**src/rtl/poll_retry_timeout_master_fsm_core_macros.svh**
```systemverilog
// Assertion macros shared by the poll, retry and timeout controller RTL.
// Each macro expects a clock named clk and an active-low reset named arst_n.
`ifndef POLL_RETRY_TIMEOUT_MASTER_FSM_CORE_MACROS_SVH
`define POLL_RETRY_TIMEOUT_MASTER_FSM_CORE_MACROS_SVH

// Same-cycle implication, checked outside reset.
`define PRTM_ASSERT_IMP(lbl, ante, cons, msg) \
	lbl: assert property (@(posedge clk) disable iff (!arst_n) (ante) |-> (cons)) \
		else $error(msg);

// Next-cycle implication, checked outside reset.
`define PRTM_ASSERT_NXT(lbl, ante, cons, msg) \
	lbl: assert property (@(posedge clk) disable iff (!arst_n) (ante) |=> (cons)) \
		else $error(msg);

`endif

```
**src/rtl/prtm_pkg.sv**
```systemverilog
// Package for the poll, retry and timeout controller: codes, types and helpers.
// Used by prtm_step, prtm_obuf and poll_retry_timeout_master_fsm_core.
package prtm_pkg;

	localparam int TIME_BITS_DEF = 32;
	localparam int TO_W          = 16;
	localparam int ATT_W         = 4;
	localparam int MAX_RES       = 3;

	// Configuration register indexes.
	localparam logic [2:0] REG_TO_DATA     = 3'd0;
	localparam logic [2:0] REG_TO_ACK      = 3'd1;
	localparam logic [2:0] REG_TO_FAILURES = 3'd2;
	localparam logic [2:0] REG_TO_CAPACITY = 3'd3;
	localparam logic [2:0] REG_TO_RECON    = 3'd4;
	localparam logic [2:0] REG_MAX_ATT     = 3'd5;

	localparam logic [TO_W-1:0]  TO_RESET      = 16'd1000;
	localparam logic [ATT_W-1:0] MAX_ATT_RESET = 4'd3;

	typedef enum logic [6:0] {
		ST_IDLE     = 7'b0000001,
		ST_DATA     = 7'b0000010,
		ST_ACKDIR   = 7'b0000100,
		ST_FAIL     = 7'b0001000,
		ST_CAP      = 7'b0010000,
		ST_RECON    = 7'b0100000,
		ST_ACKRECON = 7'b1000000
	} fsm_t;

	typedef enum logic [3:0] {
		EV_NONE      = 4'd0,
		EV_CLKRST    = 4'd1,
		EV_DIRECTIVE = 4'd2,
		EV_MEASURE   = 4'd3,
		EV_FAILURES  = 4'd4,
		EV_CAPACITY  = 4'd5,
		EV_RECON     = 4'd6,
		EV_DATA      = 4'd7,
		EV_ACK       = 4'd8,
		EV_FAILRX    = 4'd9,
		EV_CAPRX     = 4'd10,
		EV_RECONRX   = 4'd11
	} event_t;

	typedef enum logic [2:0] {
		ACT_CLKRST    = 3'd0,
		ACT_OK        = 3'd1,
		ACT_DIRECTIVE = 3'd2,
		ACT_POLL      = 3'd3,
		ACT_ERROR     = 3'd4,
		ACT_ACK3      = 3'd5,
		ACT_ACK1      = 3'd6,
		ACT_FORWARD   = 3'd7
	} action_t;

	localparam logic [2:0] CODE_IDLE     = 3'd0;
	localparam logic [2:0] CODE_DATA     = 3'd1;
	localparam logic [2:0] CODE_ACKDIR   = 3'd2;
	localparam logic [2:0] CODE_FAIL     = 3'd3;
	localparam logic [2:0] CODE_CAP      = 3'd4;
	localparam logic [2:0] CODE_RECON    = 3'd5;
	localparam logic [2:0] CODE_ACKRECON = 3'd6;

	typedef struct packed {
		logic [TO_W-1:0]  to_data;
		logic [TO_W-1:0]  to_ack;
		logic [TO_W-1:0]  to_failures;
		logic [TO_W-1:0]  to_capacity;
		logic [TO_W-1:0]  to_recon;
		logic [ATT_W-1:0] max_att;
	} cfg_t;

	typedef struct packed {
		action_t    action;
		logic [2:0] state_code;
	} res_t;

	// Outcome of one step, apart from the arm time, which is loaded from the item's time.
	typedef struct packed {
		fsm_t             state;
		logic [ATT_W-1:0] attempt;
		logic             arm_load;
		logic [1:0]       num;
		res_t [MAX_RES-1:0] res;
	} step_t;

	function automatic logic [2:0] state_code(input fsm_t st);
		logic [2:0] c;
		case (st)
			ST_DATA:     c = CODE_DATA;
			ST_ACKDIR:   c = CODE_ACKDIR;
			ST_FAIL:     c = CODE_FAIL;
			ST_CAP:      c = CODE_CAP;
			ST_RECON:    c = CODE_RECON;
			ST_ACKRECON: c = CODE_ACKRECON;
			default:     c = CODE_IDLE;
		endcase
		return c;
	endfunction

endpackage

```
**src/rtl/prtm_step.sv**
```systemverilog
// Next-state and action logic of the controller for one registered item.
// Depends on prtm_pkg.
module prtm_step #(
	parameter int TIME_BITS = prtm_pkg::TIME_BITS_DEF
) (
	input  prtm_pkg::fsm_t                   state,
	input  logic [TIME_BITS-1:0]             arm_time,
	input  logic [prtm_pkg::ATT_W-1:0]       attempt,
	input  prtm_pkg::cfg_t                   cfg,
	input  logic [TIME_BITS-1:0]             now,
	input  logic [3:0]                       ev,
	output prtm_pkg::step_t                  nxt
);

	logic [TIME_BITS-1:0]       elapsed;
	logic [prtm_pkg::TO_W-1:0]  limit;
	logic                       timed_out;
	logic                       gave_up;
	logic [1:0]                 n;
	prtm_pkg::event_t           evt;

	assign elapsed   = now - arm_time;
	assign evt       = prtm_pkg::event_t'(ev);
	assign timed_out = elapsed >= TIME_BITS'(limit);

	always_comb begin
		case (state)
			prtm_pkg::ST_DATA:     limit = cfg.to_data;
			prtm_pkg::ST_ACKDIR:   limit = cfg.to_ack;
			prtm_pkg::ST_FAIL:     limit = cfg.to_failures;
			prtm_pkg::ST_CAP:      limit = cfg.to_capacity;
			prtm_pkg::ST_RECON:    limit = cfg.to_recon;
			prtm_pkg::ST_ACKRECON: limit = cfg.to_ack;
			default:               limit = '0;
		endcase
	end

	always_comb begin
		nxt.state    = state;
		nxt.attempt  = attempt;
		nxt.arm_load = 1'b0;
		nxt.res      = '0;
		n            = 2'd0;
		gave_up      = 1'b0;
		case (state)
			prtm_pkg::ST_DATA, prtm_pkg::ST_ACKDIR, prtm_pkg::ST_FAIL,
			prtm_pkg::ST_CAP, prtm_pkg::ST_RECON: begin
				if (timed_out) begin
					if (attempt < cfg.max_att) begin
						nxt.arm_load = 1'b1;
						nxt.attempt  = attempt + 4'd1;
						// Only the polled and directive requests are resent visibly.
						if (state == prtm_pkg::ST_DATA) begin
							nxt.res[n] = '{prtm_pkg::ACT_POLL, prtm_pkg::CODE_DATA};
							n = n + 2'd1;
						end else if (state == prtm_pkg::ST_ACKDIR) begin
							nxt.res[n] = '{prtm_pkg::ACT_DIRECTIVE, prtm_pkg::CODE_ACKDIR};
							n = n + 2'd1;
						end
					end else begin
						gave_up   = 1'b1;
						nxt.state = prtm_pkg::ST_IDLE;
						if (state == prtm_pkg::ST_DATA || state == prtm_pkg::ST_ACKDIR) begin
							nxt.res[n] = '{prtm_pkg::ACT_ERROR, prtm_pkg::CODE_IDLE};
							n = n + 2'd1;
						end
					end
				end
				if (!gave_up) begin
					if (state == prtm_pkg::ST_DATA && evt == prtm_pkg::EV_DATA) begin
						nxt.state  = prtm_pkg::ST_IDLE;
						nxt.res[n] = '{prtm_pkg::ACT_FORWARD, prtm_pkg::CODE_IDLE};
						n = n + 2'd1;
						nxt.res[n] = '{prtm_pkg::ACT_ACK3, prtm_pkg::CODE_IDLE};
						n = n + 2'd1;
					end else if (state == prtm_pkg::ST_ACKDIR && evt == prtm_pkg::EV_ACK) begin
						nxt.state  = prtm_pkg::ST_IDLE;
						nxt.res[n] = '{prtm_pkg::ACT_OK, prtm_pkg::CODE_IDLE};
						n = n + 2'd1;
						nxt.res[n] = '{prtm_pkg::ACT_ACK3, prtm_pkg::CODE_IDLE};
						n = n + 2'd1;
					end else if ((state == prtm_pkg::ST_FAIL && evt == prtm_pkg::EV_FAILRX) ||
						(state == prtm_pkg::ST_CAP && evt == prtm_pkg::EV_CAPRX)) begin
						nxt.state  = prtm_pkg::ST_IDLE;
						nxt.res[n] = '{prtm_pkg::ACT_ACK3, prtm_pkg::CODE_IDLE};
						n = n + 2'd1;
					end else if (state == prtm_pkg::ST_RECON && evt == prtm_pkg::EV_RECONRX) begin
						nxt.state    = prtm_pkg::ST_ACKRECON;
						nxt.arm_load = 1'b1;
					end
				end
			end
			prtm_pkg::ST_ACKRECON: begin
				if (timed_out) begin
					nxt.state  = prtm_pkg::ST_IDLE;
					nxt.res[n] = '{prtm_pkg::ACT_ERROR, prtm_pkg::CODE_IDLE};
					n = n + 2'd1;
				end else if (evt == prtm_pkg::EV_ACK) begin
					nxt.state  = prtm_pkg::ST_IDLE;
					nxt.res[n] = '{prtm_pkg::ACT_ACK1, prtm_pkg::CODE_IDLE};
					n = n + 2'd1;
				end
			end
			default: begin
				nxt.state = prtm_pkg::ST_IDLE;
				case (evt)
					prtm_pkg::EV_CLKRST: begin
						nxt.res[0] = '{prtm_pkg::ACT_CLKRST, prtm_pkg::CODE_IDLE};
						nxt.res[1] = '{prtm_pkg::ACT_OK, prtm_pkg::CODE_IDLE};
						n = 2'd2;
					end
					prtm_pkg::EV_DIRECTIVE: begin
						nxt.state    = prtm_pkg::ST_ACKDIR;
						nxt.arm_load = 1'b1;
						nxt.attempt  = 4'd1;
						nxt.res[0]   = '{prtm_pkg::ACT_DIRECTIVE, prtm_pkg::CODE_ACKDIR};
						n = 2'd1;
					end
					prtm_pkg::EV_MEASURE: begin
						nxt.state    = prtm_pkg::ST_DATA;
						nxt.arm_load = 1'b1;
						nxt.attempt  = 4'd1;
						nxt.res[0]   = '{prtm_pkg::ACT_POLL, prtm_pkg::CODE_DATA};
						n = 2'd1;
					end
					prtm_pkg::EV_FAILURES: begin
						nxt.state    = prtm_pkg::ST_FAIL;
						nxt.arm_load = 1'b1;
						nxt.attempt  = 4'd1;
					end
					prtm_pkg::EV_CAPACITY: begin
						nxt.state    = prtm_pkg::ST_CAP;
						nxt.arm_load = 1'b1;
						nxt.attempt  = 4'd1;
					end
					prtm_pkg::EV_RECON: begin
						nxt.state    = prtm_pkg::ST_RECON;
						nxt.arm_load = 1'b1;
						nxt.attempt  = 4'd1;
					end
					default: begin
					end
				endcase
			end
		endcase
		nxt.num = n;
	end

endmodule

```
**src/rtl/prtm_obuf.sv**
```systemverilog
// Result register of the controller: holds the actions of one item and drains them in order.
// Depends on prtm_pkg.
module prtm_obuf (
	input  logic                                clk,
	input  logic                                arst_n,
	input  logic                                load,
	input  logic [1:0]                          num,
	input  prtm_pkg::res_t [prtm_pkg::MAX_RES-1:0] res,
	output logic                                free,
	output logic                                out_valid,
	input  logic                                out_stall,
	output logic [2:0]                          action,
	output logic [2:0]                          state_after,
	output logic                                last
);

	prtm_pkg::res_t [prtm_pkg::MAX_RES-1:0] ent_q;
	logic [1:0] cnt_q;
	logic [1:0] idx_q;
	logic       valid_q;
	logic       take;

	assign take        = valid_q && !out_stall;
	assign last        = idx_q == (cnt_q - 2'd1);
	// The buffer takes a new set once the final action of the current one leaves.
	assign free        = !valid_q || (take && last);
	assign out_valid   = valid_q;
	assign action      = ent_q[idx_q].action;
	assign state_after = ent_q[idx_q].state_code;

	always_ff @(posedge clk) begin
		if (load && free) begin
			ent_q <= res;
		end
	end

	always_ff @(posedge clk or negedge arst_n) begin
		if (!arst_n) begin
			valid_q <= 1'b0;
			cnt_q   <= 2'd0;
			idx_q   <= 2'd0;
		end else if (load && free && num != 2'd0) begin
			valid_q <= 1'b1;
			cnt_q   <= num;
			idx_q   <= 2'd0;
		end else if (take) begin
			if (last) begin
				valid_q <= 1'b0;
			end else begin
				idx_q <= idx_q + 2'd1;
			end
		end
	end

endmodule

```
**src/rtl/poll_retry_timeout_master_fsm_core.sv**
```systemverilog
// Top level of the master-side poll, retry and timeout controller.
// Depends on prtm_pkg, prtm_step, prtm_obuf and the assertion macro header.
//
// Usage:
//   Input channel (in_valid/in_stall): each transaction carries now_ms, the free-running
//   millisecond time, and event_code. Output channel (out_valid/out_stall): each
//   transaction carries one action, the state right after it, and last, set on the final
//   action caused by an input. An input may cause zero to three actions.
//   Configuration channel (cfg_valid/cfg_ready): cfg_ready is always high; cfg_index picks
//   one of the five timeouts or the attempt limit, indexes six and seven are ignored.
//   Write it only while the block is idle.
//   Path: an accepted input is held in the input register and evaluated there; once it
//   commits, its actions go to the result register, from which they are offered in order.
//   Throughput: with out_stall low, one input per cycle when it causes at most one action;
//   an input with more holds the result register until they drain, one action per cycle.
//   The input register frees up as soon as its item moves to the result register, so one
//   further input is accepted while results are still waiting.
//   Reset: the state machine returns to idle, the arm time and attempt count clear, and
//   the timeouts go to 1000 ms and the attempt limit to 3.
//   Stall: while out_stall is high the current action holds; once the result register is full
//   and the input register holds an item with actions, in_stall rises until the result register drains.
`include "poll_retry_timeout_master_fsm_core_macros.svh"

module poll_retry_timeout_master_fsm_core #(
	parameter int TIME_BITS = prtm_pkg::TIME_BITS_DEF
) (
	input  logic        clk,
	input  logic        arst_n,
	input  logic        in_valid,
	output logic        in_stall,
	input  logic [31:0] now_ms,
	input  logic [3:0]  event_code,
	output logic        out_valid,
	input  logic        out_stall,
	output logic [2:0]  action,
	output logic [2:0]  state_after,
	output logic        last,
	input  logic        cfg_valid,
	output logic        cfg_ready,
	input  logic [2:0]  cfg_index,
	input  logic [15:0] cfg_data
);

	// Configuration registers.
	prtm_pkg::cfg_t cfg_q;

	// Controller state.
	prtm_pkg::fsm_t                 state_q;
	logic [TIME_BITS-1:0]           arm_q;
	logic [prtm_pkg::ATT_W-1:0]     att_q;

	// Input register stage.
	logic                 v_s1;
	logic [TIME_BITS-1:0] now_s1;
	logic [3:0]           ev_s1;

	prtm_pkg::step_t nxt;
	logic            ob_free;
	logic            commit;
	logic            in_take;

	assign cfg_ready = 1'b1;

	// An item leaves the input register when it has nothing to show or the result
	// register can take its actions this cycle; the state is updated at that same edge.
	assign commit   = v_s1 && (nxt.num == 2'd0 || ob_free);
	assign in_stall = v_s1 && !commit;
	assign in_take  = in_valid && !in_stall;

	always_ff @(posedge clk or negedge arst_n) begin
		if (!arst_n) begin
			cfg_q.to_data     <= prtm_pkg::TO_RESET;
			cfg_q.to_ack      <= prtm_pkg::TO_RESET;
			cfg_q.to_failures <= prtm_pkg::TO_RESET;
			cfg_q.to_capacity <= prtm_pkg::TO_RESET;
			cfg_q.to_recon    <= prtm_pkg::TO_RESET;
			cfg_q.max_att     <= prtm_pkg::MAX_ATT_RESET;
		end else if (cfg_valid && cfg_ready) begin
			case (cfg_index)
				prtm_pkg::REG_TO_DATA:     cfg_q.to_data     <= cfg_data;
				prtm_pkg::REG_TO_ACK:      cfg_q.to_ack      <= cfg_data;
				prtm_pkg::REG_TO_FAILURES: cfg_q.to_failures <= cfg_data;
				prtm_pkg::REG_TO_CAPACITY: cfg_q.to_capacity <= cfg_data;
				prtm_pkg::REG_TO_RECON:    cfg_q.to_recon    <= cfg_data;
				prtm_pkg::REG_MAX_ATT:     cfg_q.max_att     <= cfg_data[prtm_pkg::ATT_W-1:0];
				default: begin
				end
			endcase
		end
	end

	always_ff @(posedge clk or negedge arst_n) begin
		if (!arst_n) begin
			v_s1 <= 1'b0;
		end else if (in_take) begin
			v_s1 <= 1'b1;
		end else if (commit) begin
			v_s1 <= 1'b0;
		end
	end

	always_ff @(posedge clk) begin
		if (in_take) begin
			now_s1 <= now_ms[TIME_BITS-1:0];
			ev_s1  <= event_code;
		end
	end

	always_ff @(posedge clk or negedge arst_n) begin
		if (!arst_n) begin
			state_q <= prtm_pkg::ST_IDLE;
			arm_q   <= '0;
			att_q   <= '0;
		end else if (commit) begin
			state_q <= nxt.state;
			att_q   <= nxt.attempt;
			if (nxt.arm_load) begin
				arm_q <= now_s1;
			end
		end
	end

	prtm_step #(
		.TIME_BITS(TIME_BITS)
	) u_step (
		.state    (state_q),
		.arm_time (arm_q),
		.attempt  (att_q),
		.cfg      (cfg_q),
		.now      (now_s1),
		.ev       (ev_s1),
		.nxt      (nxt)
	);

	prtm_obuf u_obuf (
		.clk         (clk),
		.arst_n      (arst_n),
		.load        (commit),
		.num         (nxt.num),
		.res         (nxt.res),
		.free        (ob_free),
		.out_valid   (out_valid),
		.out_stall   (out_stall),
		.action      (action),
		.state_after (state_after),
		.last        (last)
	);

	// Each wait state is entered with a nonzero attempt count, and retries only raise it.
	`PRTM_ASSERT_IMP(a_att_nonzero, state_q != prtm_pkg::ST_IDLE, att_q != '0,
		"attempt count is zero in a wait state")
	// The input side only stalls behind an item held in the input register.
	`PRTM_ASSERT_IMP(a_stall_held, in_stall, v_s1, "input stalled with an empty input register")
	// The output only goes quiet after the final action of an item has been taken.
	`PRTM_ASSERT_IMP(a_out_drop, $fell(out_valid), $past(out_valid && !out_stall && last),
		"output valid dropped before the last action was taken")
	// A committed item with actions shows them in the next cycle.
	`PRTM_ASSERT_NXT(a_commit_shows, commit && nxt.num != 2'd0, out_valid,
		"committed actions not presented")

endmodule

```
**config.mk**
```make
export PLATFORM = sky130hd
export DESIGN_NAME = poll_retry_timeout_master_fsm_core
export DESIGN_NICKNAME = d
export VERILOG_FILES = /design/src/rtl/prtm_pkg.sv /design/src/rtl/prtm_step.sv /design/src/rtl/prtm_obuf.sv /design/src/rtl/poll_retry_timeout_master_fsm_core.sv
export VERILOG_INCLUDE_DIRS = /design/src /design/src/rtl
export SDC_FILE = /design/constraint.sdc
export NUM_CORES = 1
export LEC_CHECK = 0
export BUFFER_PORTS_ARGS = -buffer_cell sky130_fd_sc_hd__buf_2
export CORE_UTILIZATION = 44
export CTS_BUF_LIST = sky130_fd_sc_hd__clkbuf_16
export CTS_CLUSTER_SIZE = 10
export DETAILED_ROUTE_END_ITERATION = 10
export PLACE_DENSITY = 0.67
export SETUP_SLACK_MARGIN = 0.2
export SLEW_MARGIN = 20
export SYNTH_ARGS = -nofsm -noshare
export SYNTH_HDL_FRONTEND = slang
export SYNTH_SLANG_ARGS = --single-unit
```
**constraint.sdc**
```tcl
create_clock -name clk -period 22.9 [get_ports clk]
set_input_delay 1.145 -clock clk [delete_from_list [all_inputs] [get_ports clk]]
set_output_delay 1.145 -clock clk [all_outputs]
set_load 0.02 [all_outputs]
```
== Word-level counts from Yosys, hierarchy flattened ==
Cells that the tools add are included.
Widths: inputs -> output; s select.
Cells by class
  bitwise operators: 16
  reductions and logical operators: 44
  magnitude comparators: 7
  equal/unequal tests: 27
  add/subtract/negate cells: 6
  multiplexer cells: 66
Operator list (count)
  $pmux 16 s5: 1
  $mux 6: 10
  $mux 7: 8
  $pmux 11 s5: 1
  $mux 18: 3
  $ge 32x16->1: 1
  $sub 32x32->32: 1
  $and 12x12->12: 2
  $demux 6 s2: 2
  $mux 12: 2
  $mux 2: 12
  $not 12->12: 2
  $pmux 6 s2: 2
  $pmux 5 s2: 2
  $reduce_and 2->1: 10
  $eq 4x3->1 const B: 4
  $eq 4x4->1 const B: 4
  $mux 1: 16
  $and 5x15->15: 1
  $not 15->15: 1
  $logic_and 1x1->1: 14
  $pmux 7 s2: 1
  $and 4x12->12: 1
  $bmux 6 s2: 1
  other kinds (40): 64
Word-level totals
  register bits: 187
  output and inout port bits: 10

== Depth between registers and ports, before layout ==
  word-level depth: 20
  depth in mapped cells: 32
  mapped depth without buffers: 28

== Modules after synthesis ==
A second synthesis with hierarchy kept.
Unflattened totals
  cells, all modules: 997
  area total of the unflattened synthesis: 11043.1 sq um
By module, submodules not included
  poll_retry_timeout_master_fsm_core: seq. area each 4325.4 sq um, cells each 320, area an instance 6057.1 sq um, instances 1
  prtm_step: seq. area each 0.0 sq um, cells each 608, area an instance 3990.1 sq um, instances 1
  prtm_obuf: seq. area each 665.6 sq um, cells each 69, area an instance 996.0 sq um, instances 1

== Worst setup path before layout ==
OpenSTA, ideal clock, no wires.
  kind: register to register
  from: reg now_s1[4]
  to: reg ev_s1[0] (enable)
  data required time: 22467 ps
  buffers on the path: 1
  cell stages (with the launch flop): 27
  setup time: 433 ps
  arrival time: 6930 ps
  path slack: 15538 ps
  cell sequence: edfxtp_1 > ha_1 > a21o_1 > a31o_2 > o211a_1 > nor3_1 > o21ai_0 > a21o_1 > a21oi_1 > xnor2_1 > ha_1 > o21ai_0 > nor2_1 > nor4_1 > nand3_1 > a2111oi_0 > nand4bb_1 > nor4_4 > and4_1 > buf_4 > a21oi_1 > ha_1 > and3_1 > mux2i_1 > nand4b_1 > and3_1 > nor2b_1
On the way
  cells in the longest elaborated chain, start to end: 17
  elaborated cells between the ends (all ways): 21
RTL lines
  from (decl): line poll_retry_timeout_master_fsm_core.sv:54  | logic [TIME_BITS-1:0] now_s1;
  from (signal assigned): line poll_retry_timeout_master_fsm_core.sv:104  | now_s1 <= now_ms[TIME_BITS-1:0];
  $sub 32x32->32 *: line prtm_step.sv:22  | assign elapsed = now - arm_time;
  $ge 32x16->1 *: line prtm_step.sv:24  | assign timed_out = elapsed >= TIME_BITS'(limit);
  $mux 2: line prtm_step.sv:48  | if (timed_out) begin
  $mux 2: line prtm_step.sv:45  | case (state)
  $add 2x1->2: line prtm_step.sv:73, prtm_step.sv:79, prtm_step.sv:86
  $add 2x1->2 / $mux 2 (equally long branches): line prtm_step.sv:75, prtm_step.sv:81, prtm_step.sv:82
  $mux 2: line prtm_step.sv:76  | end else if (state == prtm_pkg::ST_ACKDIR && evt == prtm_pkg::EV_ACK) begin
  $mux 2: line prtm_step.sv:70  | if (state == prtm_pkg::ST_DATA && evt == prtm_pkg::EV_DATA) begin
  [3 not listed]
  $logic_or 1x1->1 *: line poll_retry_timeout_master_fsm_core.sv:66  | assign commit = v_s1 && (nxt.num == 2'd0 || ob_free);
  $logic_and 1x1->1 *: line poll_retry_timeout_master_fsm_core.sv:66
  $logic_not 1->1 *: line poll_retry_timeout_master_fsm_core.sv:67  | assign in_stall = v_s1 && !commit;
  $logic_and 1x1->1 *: line poll_retry_timeout_master_fsm_core.sv:67
  named net in_stall: line poll_retry_timeout_master_fsm_core.sv:30  | output logic in_stall,
  $logic_not 1->1 *: line poll_retry_timeout_master_fsm_core.sv:68  | assign in_take = in_valid && !in_stall;
  $logic_and 1x1->1 *: line poll_retry_timeout_master_fsm_core.sv:68
  named net in_take: line poll_retry_timeout_master_fsm_core.sv:60  | logic in_take;
  to (signal assigned): line poll_retry_timeout_master_fsm_core.sv:105  | ev_s1 <= event_code;
  to (decl): line poll_retry_timeout_master_fsm_core.sv:55  | logic [3:0] ev_s1;
The timed path passes the listed nets; every way through them passes the cells marked *. The select of a mux whose other input is x is not followed.
A chain may end at the register's enable or synchronous reset.

== Worst setup path after layout ==
  from: reg arm_q[4]
  to: out in_stall
On the way
  cells in the longest elaborated chain, start to end: 15
  elaborated cells between the ends (all ways): 19
RTL lines
  from (decl): line poll_retry_timeout_master_fsm_core.sv:49  | logic [TIME_BITS-1:0] arm_q;
  from (signal assigned): line poll_retry_timeout_master_fsm_core.sv:118  | arm_q <= now_s1;
  $sub 32x32->32 *: line prtm_step.sv:22
  $ge 32x16->1 *: line prtm_step.sv:24
  $mux 2: line prtm_step.sv:48
  $mux 2: line prtm_step.sv:45
  $add 2x1->2: line prtm_step.sv:73, prtm_step.sv:79, prtm_step.sv:86
  $add 2x1->2 / $mux 2 (equally long branches): line prtm_step.sv:75, prtm_step.sv:81, prtm_step.sv:82
  $mux 2: line prtm_step.sv:76
  $mux 2: line prtm_step.sv:70
  $mux 2: line prtm_step.sv:69  | if (!gave_up) begin
  $pmux 2 s2 *: line prtm_step.sv:45
  $logic_not 2->1 *: line poll_retry_timeout_master_fsm_core.sv:66
  $logic_or 1x1->1 *: line poll_retry_timeout_master_fsm_core.sv:66
  $logic_and 1x1->1 *: line poll_retry_timeout_master_fsm_core.sv:66
  $logic_not 1->1 *: line poll_retry_timeout_master_fsm_core.sv:67
  $logic_and 1x1->1 *: line poll_retry_timeout_master_fsm_core.sv:67
  to (decl): line poll_retry_timeout_master_fsm_core.sv:30
Mark *: on every way between the ends. The rest lies on a longest branch, timed or not. The select of a mux whose other input is x is not followed.

==> impl_metrics.yaml <==
finish:
  layout_common_cells: "100 x dfrtp_1, 87 x mux2_2, 74 x nand2_1, 66 x buf_2, 63 x a21oi_1"
  drive_above_1_share_pct: 27.8
  stdcell_count: 1343
  mostFrequentLayoutCell: "dfrtp_1"
  multiInputGateArea_mm2: 0.00540
  seqCellArea_mm2: 0.00472
  n_antenna_cell: 0
  num-fill-cells: 2146
  layout.nets: 1124
  area_growth_pct: 11.8
cts:
  ctsResizeCount: 0
  clock_sinks: 178
  post_cts_buffers: 0
  clk_latency_ns: 0.44
  cts_hold_buf: 0
  cts_buffers: 17
  clockBufferDepth: 2
  cts.reportedPaths.clkPinSlew_ns: 0.07
  htreeDepth: 4
  cts_root_buf: "clkbuf_16"
  cts_tree: "yes"
yosys:
  yosysUniqueCellTypes: 87
  synth_nets: 1073
  synth_largest_area_cell: "dfrtp_1"
  synth-xor-area-share_pct: 1.76
  netlist_area_mm2: 0.0105
  synth_compound_area_share_pct: 15.4
  yosys_register_bits: 178
  synthCells: 960
  synthSimpleGateAreaFrac_pct: 13.0
  avgSynthCellArea_um2: 10.9
  synth_top_family_by_area: "compound AO/OA/AOI/OAI gates"
  yosys_warnings: 0
  synthFlopType: "dfrtp_1"
  synth_mux_area_share_pct: 14.3
  yosys.area_share.adder_pct: 6.41
  async_reset_ff_share_pct: 74.7
  synth_edf_count: 45
  ys_seq_area_share_pct: 45.1
  synth_top_area_share_pct: 23.9
  synthTopCellsByArea: "dfrtp_1 24%, edfxtp_1 13%, mux2_2 9.4%"
grt:
  grt_pass1_wl_um: 39000
  overflow: 0
  grtUsageTotal_pct: 20.5
  antenna_found_initial: 0
  grt_max_degree: 77
  grt_pass1_vias: 7314
critical_path:
  worstSetupPathType: "flop to primary output"
  timing.rr.end: "now_s1[8]"
  cp-end-kind: "primary output"
  regToRegStartpoint: "arm_q[4]"
  cp.arrival_ns: 6.69
  cp-start-kind: "flop"
  critPathRequiredTime_ns: 21.76
  cp_max_fo: 6
  rrSetupSlack_ns: 15.73
  reg2reg_depth: 27
routing:
  highest_layer: "met4"
  wl_per_cell_um: 18.0
  drt-met1-wl_um: 11600
  first_pass_iters: 5
  wl_met2_um: 11000
  wirelength_um: 24100
  wl_met3_um: 1140
  avgViaCountPerCell: 5.66
  ant_nets: 0
  drt_iter0_markers: 684
  drc: 0
  via_count: 7606
placed_design:
  portBuffers: 67
  placedCellCount: 1309
  gp_congestion: 0.896
  dp_hpwl_um: 16600
  preCtsSetupSlack_ns: 15.64
floorplanning:
  core_mm2: 0.0234
  pin_count: 70
  die_h_um: 156
  rows: 56
  start_util_pct: 44.7
  die_area_mm2: 0.0244
  die_x_um: 156
sta:
  max_slew_margin_pct: 29.6
  finalSetupViolations: 0
  finalClockSkew_ns: 0.0129
  min_period_ns: 7.83
  drv_slew: 0
  timing.final.ws_setup_ns: 15.07
  tightest_slew_ns: 1.05
  min_period_over_period_pct: 34.2
  hold_viol: 0
  hold_slack_ns: 0.507
  max_clock_freq_mhz: 128
  setup_tns_ns: 0
  rsz0062_at_grt: "no"
pwr:
  power_switching_mw: 0.582
  pwr-share-seq_pct: 32.1
  swShare_pct: 40.1
  p_leak_nw: 5.06
  p_per_area_mw_per_mm2: 124
  power.total_mw: 1.45
  p_int_mw: 0.872
  peakVddDrop_mv: 0.0438
  power.share.clock_pct: 19.7
  comb_power_share_pct: 48.2
status:
  outcome: "complete, no violations"
run:
  drv_cap: 0
worst_hold_path:
  min_path_type: "flop to flop"
  min_path_cells: 1
  holdPathEnd: "cfg_q[24]"
  worstHoldStart: "cfg_q[24]"
[power groups by stage]
stage	clock network [mW]	registers (mW)	logic [mW]
2_1_floorplan	0	0.456	0.549
5_1_grt	0.305	0.478	0.775
6_report	0.286	0.467	0.701
3_3_place_gp	0	0.470	0.674
3_5_place_dp	0	0.471	0.689
4_1_cts	0.292	0.467	0.694
[cell usage after synthesis, types with 4 or more instances]
master,number
nor4_1,5
xor2_1,7
nand4b_1,4
nor3_1,16
nor2b_1,9
edfxtp_1,45
nor2_1,46
o21bai_1,7
a21o_1,18
o21a_1,4
dfrtp_1,100
nand2b_1,7
and3_1,8
mux2_4,29
buf_2,9
or2_2,5
mux2_2,87
ha_1,52
buf_6,4
nand2_1,74
or3_1,9
dfstp_2,33
clkbuf_1,26
o211a_1,4
a31oi_1,5
mux2i_1,8
nor3b_1,7
inv_1,50
a22oi_1,37
buf_4,5
a21oi_1,63
xnor2_1,14
nand3_1,21
and4_1,4
o21ai_0,38
a211oi_1,7
nand4_1,15
[per-layer routing]
| layer | vias up | track usage [%] |
|---|---|---|
| li1 | 3671 | - |
| met4 | 0 | 6.26 |
| met2 | 207 | 31.5 |
| met1 | 3700 | 29.5 |
| met5 | - | 0 |
| met3 | 28 | 3.38 |
[worst max path at each step]
stage,slack (ns),from,depth (start not counted),end
after floorplan,15.54,now_s1[4],26,ev_s1[0]
after detailed placement,15.64,now_s1[4],25,now_s1[31]
after global routing,14.73,now_s1[4],26,in_stall
final,15.07,arm_q[4],26,in_stall
after global placement,15.93,arm_q[4],26,now_s1[12]
after CTS,15.19,now_s1[4],25,in_stall
[state kept, by name, indices dropped and copies added, names as in the netlist]
register          count
u_obuf.idx_q          2
u_obuf.ent_q          9
arm_q                32
u_obuf.cnt_q          2
ev_s1                 4
u_obuf.out_valid      1
att_q                 4
v_s1                  1
now_s1               32
cfg_q                84
state_q               7
[kinds of logic after synthesis]
logic type,Yosys count
AO/OA/AOI/OAI,233
XOR/XNOR,21
adder cells (fa/ha/maj),53
buffers and inverters,95
flip-flops,178
multiplexers,124
other,2
AND/OR/NAND/NOR,254
[stage by stage]
stage / cell area [um^2] / util (%)
3_3_place_gp: 11100 / 47.4
5_1_grt: 11700 / 50.0
2_1_floorplan: 10500 / -
3_5_place_dp: 11100 / 47.4
4_1_cts: 11700 / 49.8
6_report: 11700 / 50.0
[critical path: stages, from the launching register on]
cell and delay (ns):
dfrtp_1 0.35, inv_1 0.05, ha_1 0.36, a21o_1 0.19, a31o_2 0.23, o211a_1 0.29, nor3_1 0.28, o21ai_0 0.20
a21o_1 0.24, a21oi_1 0.19, xnor2_1 0.16, ha_1 0.27, nand4_1 0.18, nor2_1 0.06, a22oi_1 0.16, nand3_1 0.11
a2111oi_0 0.42, nand4bb_1 0.23, nor4_4 0.29, and4_1 0.39, a21oi_1 0.09, ha_1 0.33, and3_1 0.15, mux2i_1 0.31
nand4b_1 0.24, and3_1 0.29, buf_2 0.17
[layout make-up]
cell class | instances | area share, %
clock inverter | 15 | 1.12
sequential | 178 | 40.3
tap | 319 | 3.41
timing repair buffer | 77 | 3.73
inverter | 50 | 1.60
clock buffer | 17 | 3.64
multi-input combinational | 687 | 46.1
(Power assumes the default switching activity.)
